$ cat src/hw/rtl/hnm_pkg.sv
`timescale 1ns / 1ps
// ---------------------------------------------------------------------------
// hnm_pkg: shared types and constants of the height map to normal map core
// Widths of the sample path, the job word passed from front to back, and the
// state encodings of the two sequencers.
// ---------------------------------------------------------------------------
package hnm_pkg;

    localparam int MAX_SIZE    = 1024;
    localparam int HEIGHT_BITS = 16;
    localparam int COL_W       = $clog2(MAX_SIZE);
    localparam int SIDE_W      = COL_W + 1;
    localparam int DIFF_W      = HEIGHT_BITS + 1;
    localparam int GRAD_W      = HEIGHT_BITS + COL_W + 2;
    localparam int SQ_W        = 2 * GRAD_W;
    // The search compares N*k^2 against A^2 * 128^2 for k up to 255.
    localparam int Q_SHIFT     = 14;
    localparam int ACC_W       = SQ_W + Q_SHIFT + 19;
    localparam int KZ_SQ_SHIFT = 2 * (HEIGHT_BITS + 2);
    localparam int QDEPTH      = 4;
    localparam int QPTR_W      = $clog2(QDEPTH);

    typedef struct packed {
        logic [COL_W-1:0]       x;
        logic [COL_W-1:0]       y;
        logic [HEIGHT_BITS-1:0] ua;
        logic [HEIGHT_BITS-1:0] ub;
        logic [HEIGHT_BITS-1:0] va;
        logic [HEIGHT_BITS-1:0] vb;
        logic                   u_edge;
        logic                   v_edge;
        logic [SIDE_W-1:0]      side;
        logic                   last;
        logic                   eof;
    } hnm_job_t;

    typedef struct packed {
        logic full;
        logic empty;
    } hnm_q_status_t;

    typedef enum logic [1:0] {
        F_IDLE,
        F_READ,
        F_PUSH,
        F_WRITE
    } hnm_front_state_t;

    typedef enum logic [2:0] {
        B_IDLE,
        B_DIFF,
        B_GRAD,
        B_SQR,
        B_NORM,
        B_SRCH,
        B_DONE
    } hnm_back_state_t;

endpackage

$ cat src/hw/rtl/hnm_queue.sv
`timescale 1ns / 1ps
// ---------------------------------------------------------------------------
// hnm_queue: job FIFO between front and back
// A few entries of pixel jobs so that intake and arithmetic stall apart.
// ---------------------------------------------------------------------------
module hnm_queue import hnm_pkg::*; (
    input  logic          aclk,
    input  logic          aresetn,
    input  logic          push,
    input  hnm_job_t      push_job,
    input  logic          pop,
    output hnm_job_t      pop_job,
    output hnm_q_status_t status
);

    hnm_job_t          mem_reg [QDEPTH];
    logic [QPTR_W-1:0] wr_ptr_reg, rd_ptr_reg;
    logic [QPTR_W:0]   count_reg;

    assign status.full  = (count_reg == (QPTR_W+1)'(QDEPTH));
    assign status.empty = (count_reg == '0);
    assign pop_job      = mem_reg[rd_ptr_reg];

    always_ff @(posedge aclk) begin
        if (!aresetn) begin
            wr_ptr_reg <= '0;
            rd_ptr_reg <= '0;
            count_reg  <= '0;
        end else begin
            if (push) begin
                wr_ptr_reg <= wr_ptr_reg + QPTR_W'(1);
            end
            if (pop) begin
                rd_ptr_reg <= rd_ptr_reg + QPTR_W'(1);
            end
            if (push && !pop) begin
                count_reg <= count_reg + (QPTR_W+1)'(1);
            end else if (pop && !push) begin
                count_reg <= count_reg - (QPTR_W+1)'(1);
            end
        end
    end

    always_ff @(posedge aclk) begin
        if (push) begin
            mem_reg[wr_ptr_reg] <= push_job;
        end
    end

endmodule

$ cat config.mk
export PLATFORM = sky130hd
export DESIGN_NAME = hnm_queue
export DESIGN_NICKNAME = d
export VERILOG_FILES = /design/src/hw/rtl/hnm_pkg.sv /design/src/hw/rtl/hnm_queue.sv
export SDC_FILE = /design/constraint.sdc
export NUM_CORES = 1
export LEC_CHECK = 0
export ABC_AREA = 1
export BUFFER_PORTS_ARGS = -buffer_cell sky130_fd_sc_hd__buf_2
export CORE_ASPECT_RATIO = 0.9
export CORE_UTILIZATION = 50
export DETAILED_ROUTE_END_ITERATION = 10
export GPL_TIMING_DRIVEN = 0
export HOLD_SLACK_MARGIN = 0.12
export PLACE_DENSITY = 0.69
export SETUP_SLACK_MARGIN = 0.4
export SLEW_MARGIN = 30
export SYNTH_ARGS = -nofsm -noshare
export SYNTH_HDL_FRONTEND = slang
export SYNTH_SLANG_ARGS = --single-unit
$ cat constraint.sdc
create_clock -name aclk -period 4.35 [get_ports aclk]
set_input_delay 0.6525 -clock aclk [delete_from_list [all_inputs] [get_ports aclk]]
set_output_delay 0.6525 -clock aclk [all_outputs]
set_load 0.005 [all_outputs]
==> results.json, run 1 <==
{
  "powerDensity_nw_per_um2": 488,
  "layout_commonest_cell": "edfxtp_1",
  "route.vias.total": 9274,
  "rows": 59,
  "yosys_warnings": 0,
  "cts.path.max_buffers": 3,
  "drv_cap": 0,
  "drive_gt1_share_pct": 23.1,
  "coreArea_sq_um": 29300,
  "hold_class": "in2reg",
  "most-common-layout-cells": "edfxtp_1, buf_2, nor2_1",
  "worstPathRequired_ns": 3.70,
  "clock-sinks": 405,
  "reg2reg_from": "wr_ptr_reg[0]$_SDFFE_PN0P_",
  "fillers": 2191,
  "p_leak_uw": 0.00636,
  "worst_pin_slew_ns": 0.622,
  "clock-root-buffer": "clkbuf_16",
  "h-tree-depth": 2,
  "numCtsBuffers": 41,
  "rrSetupSlack_ns": 2.53,
  "grt-ovfl-total": 0,
  "synth-compound-area-share_pct": 11.0,
  "period_needed_ns": 2.97,
  "cts-resized-gates": 0,
  "finalHoldViolations": 0,
  "fmax_ghz": 0.336,
  "rr_worst_depth": 5,
  "min_period_over_period_pct": 68.4,
  "num-nets-final": 1374,
  "worstPathArrival_ns": 2.32,
  "use_met1_pct": 30.7,
  "io_pins": 204,
  "io_buffers": 203,
  "postSynthCellCount": 1015,
  "clock_latency_ns": 0.53,
  "final_cells": 1702,
  "muxShareOfSynthArea_pct": 0,
  "vias_per_cell": 5.45,
  "synth_nets": 1124,
  "die_w_um": 185,
  "dr.pass1.iters": 5,
  "rsz0062_at_grt": "false",
  "wirelength_um": 34600,
  "area_growth_pct": 20.3,
  "syn_area_sq_um": 15100,
  "synth_top_family_by_area": "compound AO/OA/AOI/OAI gates",
  "synth-xor-area-share_pct": 0,
  "worstReg2RegEnd": "mem_reg[0][67]$_DFFE_PP_",
  "grt_use_total_pct": 22.5,
  "drcViolationCount": 0,
  "report.final.slew_viol_count": 0,
  "grt_pass1_wl_um": 52300,
  "grt_max_degree": 77,
  "peakVddDrop_mv": 0.336,
  "hpwl_um": 20200,
  "postCtsSetupBuffers": 0,
  "die-area_sq_um": 30900,
  "finalSetupViolations": 0,
  "largest_reg_flops": 396,
  "critPathKind": "reg2out",
  "end_kind": "output port",
  "path_max_fanout": 10,
  "tritoncts": "yes",
  "antenna_left": 0,
  "path_clk_slew_ns": 0.06,
  "synth_fa_ha_area_share_pct": 0.548,
  "cts_hold_buffers": 0,
  "die_y_um": 167,
  "ys_seq_elements": 405,
  "ys_seq_area_share_pct": 80.1,
  "start_util_pct": 51.4,
  "antenna_found_initial": 8,
  "startpoint_type": "flop",
  "gp_congestion": 0.750,
  "syn_area_per_cell_sq_um": 14.9,
  "endpoint": "pop_job[41]",
  "slew_headroom_pct": 58.5,
  "finalClockSkew_ns": 0.0205,
  "wl_per_cell_um": 20.3,
  "placedCellCount": 1618,
  "top_usage_layer": "met2",
  "grtUsageMet3_pct": 5.71,
  "min_from": "push_job[6]",
  "synth_cell_types": 21,
  "synthSimpleGateAreaFrac_pct": 5.42,
  "use_met2_pct": 35.6,
  "total_power_uw": 8850,
  "grt_pass1_vias": 9210,
  "drt_iter0_drc": 712,
  "outcome": "finished clean",
  "fin_hold_ws_ns": 0.334
}
## layer usage
layer,part of all wire [%],up-vias
met5,0.13,-
met4,2.0,4
met3,8.0,56
met2,48,302
met1,42,4564
li1,-,4348
## metrics by stage
| stage | worst slack (ns) | setup TNS (ns) | area, sq um | utilization (%) |
|---|---|---|---|---|
| after floorplan | 1.30 | 0 | 15100 | - |
| after global placement | -0.429 | -138.85 | 16600 | 56.6 |
| after detailed placement | 1.94 | 0 | 16700 | 57.1 |
| after CTS | 1.36 | 0 | 18100 | 61.8 |
| after global routing | 1.26 | 0 | 18100 | 61.8 |
| final | 1.38 | 0 | 18100 | 61.9 |
## critical path: stages, from the launching register on
cell and delay [ns]:
dfxtp_1 0.32, buf_6 0.18, buf_6 0.21, clkbuf_1 0.51, nor2_1 0.16, o22ai_1 0.24
buf_2 0.16
## where the power goes
part	internal [uW]	switching (uW)
Combinational	272	505
Sequential	4460	35.9
Clock	2160	1420
## cell families (layout without fill, tap and decap cells)
logic type                 Yosys count  in the layout
DFF                                405            405
buffers and inverters               81            364
adders and majority gates            6              6
and+or+nand+nor                    216            216
AOI/OAI and AO/OA                  307            307
other                                0              8
## cell usage after synthesis
master    count  share of area (%)
o21ai_1      22               0.73
nor3_1        2              0.066
buf_6        11               0.82
nand4_1       1              0.042
fa_1          1               0.13
inv_6         1              0.058
a21oi_1       4               0.13
dfxtp_1       9                1.2
nand2_1       9               0.22
buf_2         5               0.17
inv_1        15               0.37
edfxtp_1    396                 79
buf_4         7               0.35
buf_12        1               0.13
clkbuf_1     40                1.0
nor2_1      203                5.1
o21ai_0     182                6.0
clkinv_4      1              0.058
o22ai_1      99                4.1
ha_1          5               0.41
nand3_1       1              0.033
## worst min-delay path by stage
stage,end,cells past startpoint,slack [ns]
2_1_floorplan,flop,1,0.41
3_3_place_gp,flop,1,0.42
3_5_place_dp,flop,1,0.45
4_1_cts,mem_reg[3][87]$_DFFE_PP_,1,0.32
5_1_grt,mem_reg[1][21]$_DFFE_PP_,1,0.32
6_report,mem_reg[1][6]$_DFFE_PP_,1,0.33
## area by class of cell
type	count	area [sq um]	share of cell area, %
clock buffer	54	1150	6.33
tap	396	495	2.73
timing repair buffer	207	1130	6.21
sequential	405	12100	66.6
clock inverter	22	238	1.31
inverter	17	104	0.573
multi-input combinational	529	2560	14.1
buffer	64	372	2.05
antenna	8	20.0	0.110
Note: power is estimated with default switching activity, not from simulation.
==> run 2: changes to the inputs <==
--- a/config.mk
+++ b/config.mk
@@ -12,7 +12,7 @@
 export DETAILED_ROUTE_END_ITERATION = 10
 export GPL_TIMING_DRIVEN = 0
 export HOLD_SLACK_MARGIN = 0.12
-export PLACE_DENSITY = 0.69
+export PLACE_DENSITY = 0.72
 export SETUP_SLACK_MARGIN = 0.4
 export SLEW_MARGIN = 30
 export SYNTH_ARGS = -nofsm -noshare
==> constraint.sdc (replaced) <==
create_clock -name aclk -period 2.66 [get_ports aclk]
set_input_delay 0.399 -clock aclk [delete_from_list [all_inputs] [get_ports aclk]]
set_output_delay 0.399 -clock aclk [all_outputs]
set_load 0.005 [all_outputs]
==> run 2 against run 1 <==
Effect of this change:
- critical path depth up 2
- combinational power grew 130%
- worst hold slack worse by 0.16 ns
- final cell count grew 7.1%
- design area grew 14%
- largest power group unchanged
- highest routed layer is now met4
==> results.json, run 2 (synthesis results as in run 1) <==
{
  "antenna_left": 0,
  "cp_num_buf_inv": 6,
  "start_util_pct": 51.4,
  "p_leak_uw": 0.00737,
  "end_kind": "output port",
  "hpwl_um": 21700,
  "fin_hold_ws_ns": 0.171,
  "cp_common_cell": "buf_8",
  "hold_class": "in2reg",
  "powerDensity_nw_per_um2": 716,
  "most-common-layout-cells": "edfxtp_1, buf_2, o21ai_0",
  "fmax_ghz": 0.416,
  "finalHoldViolations": 0,
  "rows": 59,
  "num-nets-final": 1502,
  "grt_max_degree": 27,
  "drcViolationCount": 0,
  "finalClockSkew_ns": 0.0139,
  "area_growth_pct": 37.3,
  "vias_per_cell": 5.56,
  "clock_latency_ns": 0.53,
  "place_ws_ns": 0.522,
  "worstPathRequired_ns": 2.26,
  "coreArea_sq_um": 29300,
  "io_buffers": 203,
  "slew_headroom_pct": 55.8,
  "critical_path.cell_chain": "buf_8 > buf_12 > clkinv_16 > buf_16 > buf_8 > nor2_2 > o22ai_2 > buf_2",
  "report.final.slew_viol_count": 0,
  "clkPwrFrac_pct": 38.3,
  "wl_per_cell_um": 21.1,
  "p_seq_share_pct": 49.7,
  "peakVddDrop_mv": 0.637,
  "slowest_stage": "dfxtp_4",
  "grt_pass1_wl_um": 56600,
  "route.vias.total": 10137,
  "path_max_fanout": 7,
  "startpoint_type": "flop",
  "tritoncts": "yes",
  "clock-sinks": 405,
  "rsz0062_at_grt": "true",
  "outcome": "finished clean",
  "switching_share_pct": 23.0,
  "die_w_um": 185,
  "drt_iter0_drc": 882,
  "io_pins": 204,
  "combPwrFrac_pct": 12.0,
  "gp_congestion": 0.768,
  "cts.path.max_buffers": 3,
  "die-area_sq_um": 30900,
  "setup_ws_ns": 0.254,
  "grt-ovfl-total": 0,
  "worstPathArrival_ns": 2.01,
  "h-tree-depth": 2,
  "p_int_uw": 11400,
  "worst_pin_slew_ns": 0.662,
  "period_needed_ns": 2.41,
  "grt_pass1_vias": 10133,
  "critPathMaxStageDelay_ns": 0.37,
  "largest_reg_flops": 396,
  "switchingPower_uw": 3410,
  "numCtsBuffers": 41,
  "dr.pass1.iters": 5,
  "critPathKind": "reg2out",
  "min_period_over_period_pct": 90.5,
  "drive_gt1_share_pct": 36.4,
  "drv_cap": 0,
  "clock-root-buffer": "clkbuf_16",
  "path_clk_slew_ns": 0.06,
  "min_from": "aresetn",
  "wirelength_um": 38400,
  "die_y_um": 167,
  "antenna_found_initial": 2,
  "final.setup.tns_ns": 0,
  "path_delay_family": "buffers and inverters",
  "finalSetupViolations": 0,
  "reg2reg_from": "wr_ptr_reg[1]$_SDFFE_PN0P_",
  "layout_commonest_cell": "edfxtp_1",
  "grt_use_total_pct": 24.3
}
run 2: changes by cell type in the layout (fill, tap and decap cells not counted), moves of 10 or more:
cell,delta
nor2_4,+30
o22ai_1,-42
o22ai_2,+42
dlygate4sd3_1,+99
o21ai_1,+11
clkbuf_4,+10
buf_12,+22
nor2_2,+43
o21ai_2,+23
nor2_1,-73
clkbuf_2,+19
o21ai_0,-36
clkbuf_1,-41
run 2: area by class of cell:
type	count	area, sq um
Sequential cell	405	12100
Fill cell	1871	8600
Multi-Input combinational cell	529	3280
Timing Repair Buffer	334	2720
Clock buffer	50	1100
Buffer	64	668
Tap cell	396	495
Clock inverter	25	228
Inverter	17	118
Timing Repair inverter	1	8.76
Antenna cell	2	5.00
run 2: final timing paths:
kind / slack, ns / endpoint / cells after the start
setup / recovery: 0.25 / pop_job[26] / 8
hold / removal: 0.17 / wr_ptr_reg[0]$_SDFFE_PN0P_ / 3
setup reg to reg: 0.60 / mem_reg[0][64]$_DFFE_PP_ / 6
hold reg to reg: 0.46 / rd_ptr_reg[1]$_SDFFE_PN0P_ / 1
run 2: metrics by stage:
step	instances	power (uW)	instance area, sq um	utilization (%)
after global routing	1823	15300	20700	70.6
after CTS	1815	14700	19800	67.6
after floorplan	1015	8110	15100	-
after detailed placement	1630	8810	17000	58.0
after global placement	1614	8720	16600	56.7
final	1823	14800	20700	70.6
run 2: layer usage:
metal / up-vias / wire length, um / global-route usage, %
li1: 4610 / - / -
met4: 0 / 845 / 6.83
met5: - / 0 / 0
met1: 5041 / 15400 / 31.8
met3: 66 / 2900 / 5.07
met2: 420 / 19300 / 41.1
run 2: repair_timing:
action / in CTS / in global routing
hold buffers: 99 / 0
cloned: 5 / 6
setup endpoints to repair: 99 / 99
buffers inserted: 6 / 0
pin swaps: 30 / 39
gates resized for setup: 123 / 223
hold endpoints to repair: 396 / 0
run 2: tightest hold or removal path: cells and delay by family:
kind                   cells  cell delay, ns
buffers and inverters      1            0.15
AO/OA/AOI/OAI              2            0.12
run 2: power groups by stage:
stage	Sequential (uW)	Clock [uW]	Combinational, uW
floorplan	7490	0	625
global placement	7510	0	1220
detailed placement	7490	0	1320
CTS	7360	5760	1580
global route	7380	6000	1920
finish	7370	5690	1780
==> run 3: changes to the inputs <==
--- a/config.mk
+++ b/config.mk
@@ -10,10 +10,11 @@
 export CORE_ASPECT_RATIO = 0.9
 export CORE_UTILIZATION = 50
 export DETAILED_ROUTE_END_ITERATION = 10
+export GPL_ROUTABILITY_DRIVEN = 0
 export GPL_TIMING_DRIVEN = 0
 export HOLD_SLACK_MARGIN = 0.12
 export PLACE_DENSITY = 0.72
-export SETUP_SLACK_MARGIN = 0.4
+export SETUP_SLACK_MARGIN = 0.15
 export SLEW_MARGIN = 30
 export SYNTH_ARGS = -nofsm -noshare
 export SYNTH_HDL_FRONTEND = slang
==> run 3 against run 2 <==
Effect of this change:
- utilization decreased by 3.9 points
- fmax shrank 2.9%
- clock-buffer cell count rose by 5
==> results.json, run 3 (synthesis results as in run 1) <==
{
  "outcome": "finished clean",
  "setup_ws_ns": 0.181,
  "critPathKind": "reg2out",
  "period_needed_ns": 2.48,
  "h-tree-depth": 2,
  "grt_pass1_vias": 9902,
  "slew_headroom_pct": 65.0,
  "worstPathRequired_ns": 2.26,
  "slowest_stage": "dfxtp_1",
  "finalSetupViolations": 0,
  "worstReg2RegEnd": "mem_reg[0][71]$_DFFE_PP_",
  "finalClockSkew_ns": 0.0116,
  "antenna_left": 0,
  "rrSetupSlack_ns": 0.42,
  "wirelength_um": 35800,
  "clock_latency_ns": 0.52,
  "hpwl_um": 21100,
  "finalHoldViolations": 0,
  "layout_commonest_cell": "edfxtp_1",
  "path_clk_slew_ns": 0.06,
  "rsz0062_at_grt": "false",
  "antenna_found_initial": 1,
  "clock-root-buffer": "clkbuf_16",
  "fin_util_pct": 66.7,
  "min_period_over_period_pct": 93.2,
  "critical_path.cell_chain": "buf_12 > buf_12 > clkinv_8 > clkbuf_2 > o21ai_0 > o22ai_2 > buf_2",
  "cp_common_cell": "buf_12",
  "fmax_ghz": 0.403,
  "most-common-layout-cells": "edfxtp_1, buf_2, nor2_1",
  "drt_iter0_drc": 708,
  "vias_per_cell": 5.42,
  "drive_gt1_share_pct": 25.4,
  "place_area_sq_um": 17000,
  "largest_reg_flops": 396,
  "die_w_um": 185,
  "die-area_sq_um": 30900,
  "io_pins": 204,
  "critPathMaxStageDelay_ns": 0.37,
  "dr.pass1.iters": 5,
  "io_buffers": 203,
  "place_ws_ns": 0.406,
  "rr_worst_depth": 7,
  "grt-ovfl-total": 0,
  "hold_class": "in2reg",
  "grt_pass1_wl_um": 53500,
  "startpoint_type": "flop",
  "num-nets-final": 1489,
  "peakVddDrop_mv": 0.549,
  "worstPathArrival_ns": 2.08,
  "wl_per_cell_um": 19.8,
  "p_leak_uw": 0.00702,
  "path_max_fanout": 10,
  "fillers": 2049,
  "worst_pin_slew_ns": 0.524,
  "report.final.slew_viol_count": 0,
  "fin_hold_ws_ns": 0.191,
  "clock-sinks": 405,
  "die_y_um": 167,
  "regArea_sq_um": 12100,
  "reg2reg_from": "wr_ptr_reg[0]$_SDFFE_PN0P_",
  "coreArea_sq_um": 29300,
  "fin_area_sq_um": 19600,
  "grt_max_degree": 27,
  "area_growth_pct": 29.7,
  "endpoint": "pop_job[30]",
  "rows": 59,
  "drcViolationCount": 0,
  "grt_use_total_pct": 23.0,
  "route.vias.total": 9819,
  "multi_input_area_sq_um": 2610,
  "end_kind": "output port",
  "start_util_pct": 51.4,
  "final.setup.tns_ns": 0,
  "drv_cap": 0,
  "powerDensity_nw_per_um2": 749,
  "numCtsBuffers": 42,
  "tritoncts": "yes",
  "cts.path.max_buffers": 3
}
## run 3: critical path: cells and delay by family (launching register included)
| family | cells | cell delay [ns] |
|---|---|---|
| buf+inv | 5 | 0.78 |
| compound gates | 2 | 0.38 |
| flops | 1 | 0.37 |
## run 3: worst min path at each step
stage,startpoint,to,slack (ns),cells after the start
2_1_floorplan,rd_ptr_reg[1]$_SDFFE_PN0P_,flop,0.41,1
3_3_place_gp,rd_ptr_reg[1]$_SDFFE_PN0P_,rd_ptr_reg[1]$_SDFFE_PN0P_,0.43,1
3_5_place_dp,rd_ptr_reg[1]$_SDFFE_PN0P_,flop,0.44,1
4_1_cts,aresetn,count_reg[2]$_SDFFE_PN0P_,0.17,3
5_1_grt,aresetn,count_reg[0]$_SDFFE_PN0P_,0.18,3
6_report,aresetn,count_reg[2]$_SDFFE_PN0P_,0.19,3
## run 3: report_power, final
group / leakage [uW] / switching [uW] / internal, uW
clock: 0.000670 / 2330 / 3480
sequential: 0.00371 / 63.0 / 7290
combinational: 0.00263 / 868 / 620
total: 0.00702 / 3260 / 11400
## run 3: layout make-up
type,count,area share (%)
flip-flops and latches,405,61.7
plain buffers,64,2.40
clock inverters,22,1.16
multi-input cells,529,13.3
repair buffers,321,12.4
clock buffers,55,5.94
inverters,17,0.505
diodes,1,0.0128
well taps,396,2.53
## run 3: stage by stage
step	power, uW	cells
final	14700	1810
after global routing	15100	1810
after CTS	14700	1806
after detailed placement	8790	1630
after global placement	8710	1614
after floorplan	8110	1015
## run 3: per-layer routing
metal  vias up  GRT usage, %  routed length [um]
met3        65          5.64                2670
met2       384          37.6               17500
met1      4790          29.9               14800
met5         -             0                   0
li1       4580             -                   -
met4         0          7.94                 797
## run 3: what timing repair did
| action | CTS | global route |
|---|---|---|
| resized for setup | 28 | 58 |
| endpoints found under the setup margin | 84 | 83 |
| endpoints found under the hold margin | 396 | 0 |
| hold buffers | 99 | 0 |
| cloned | 0 | 1 |
| pin swaps | 0 | 2 |
| buffers inserted | 0 | 2 |
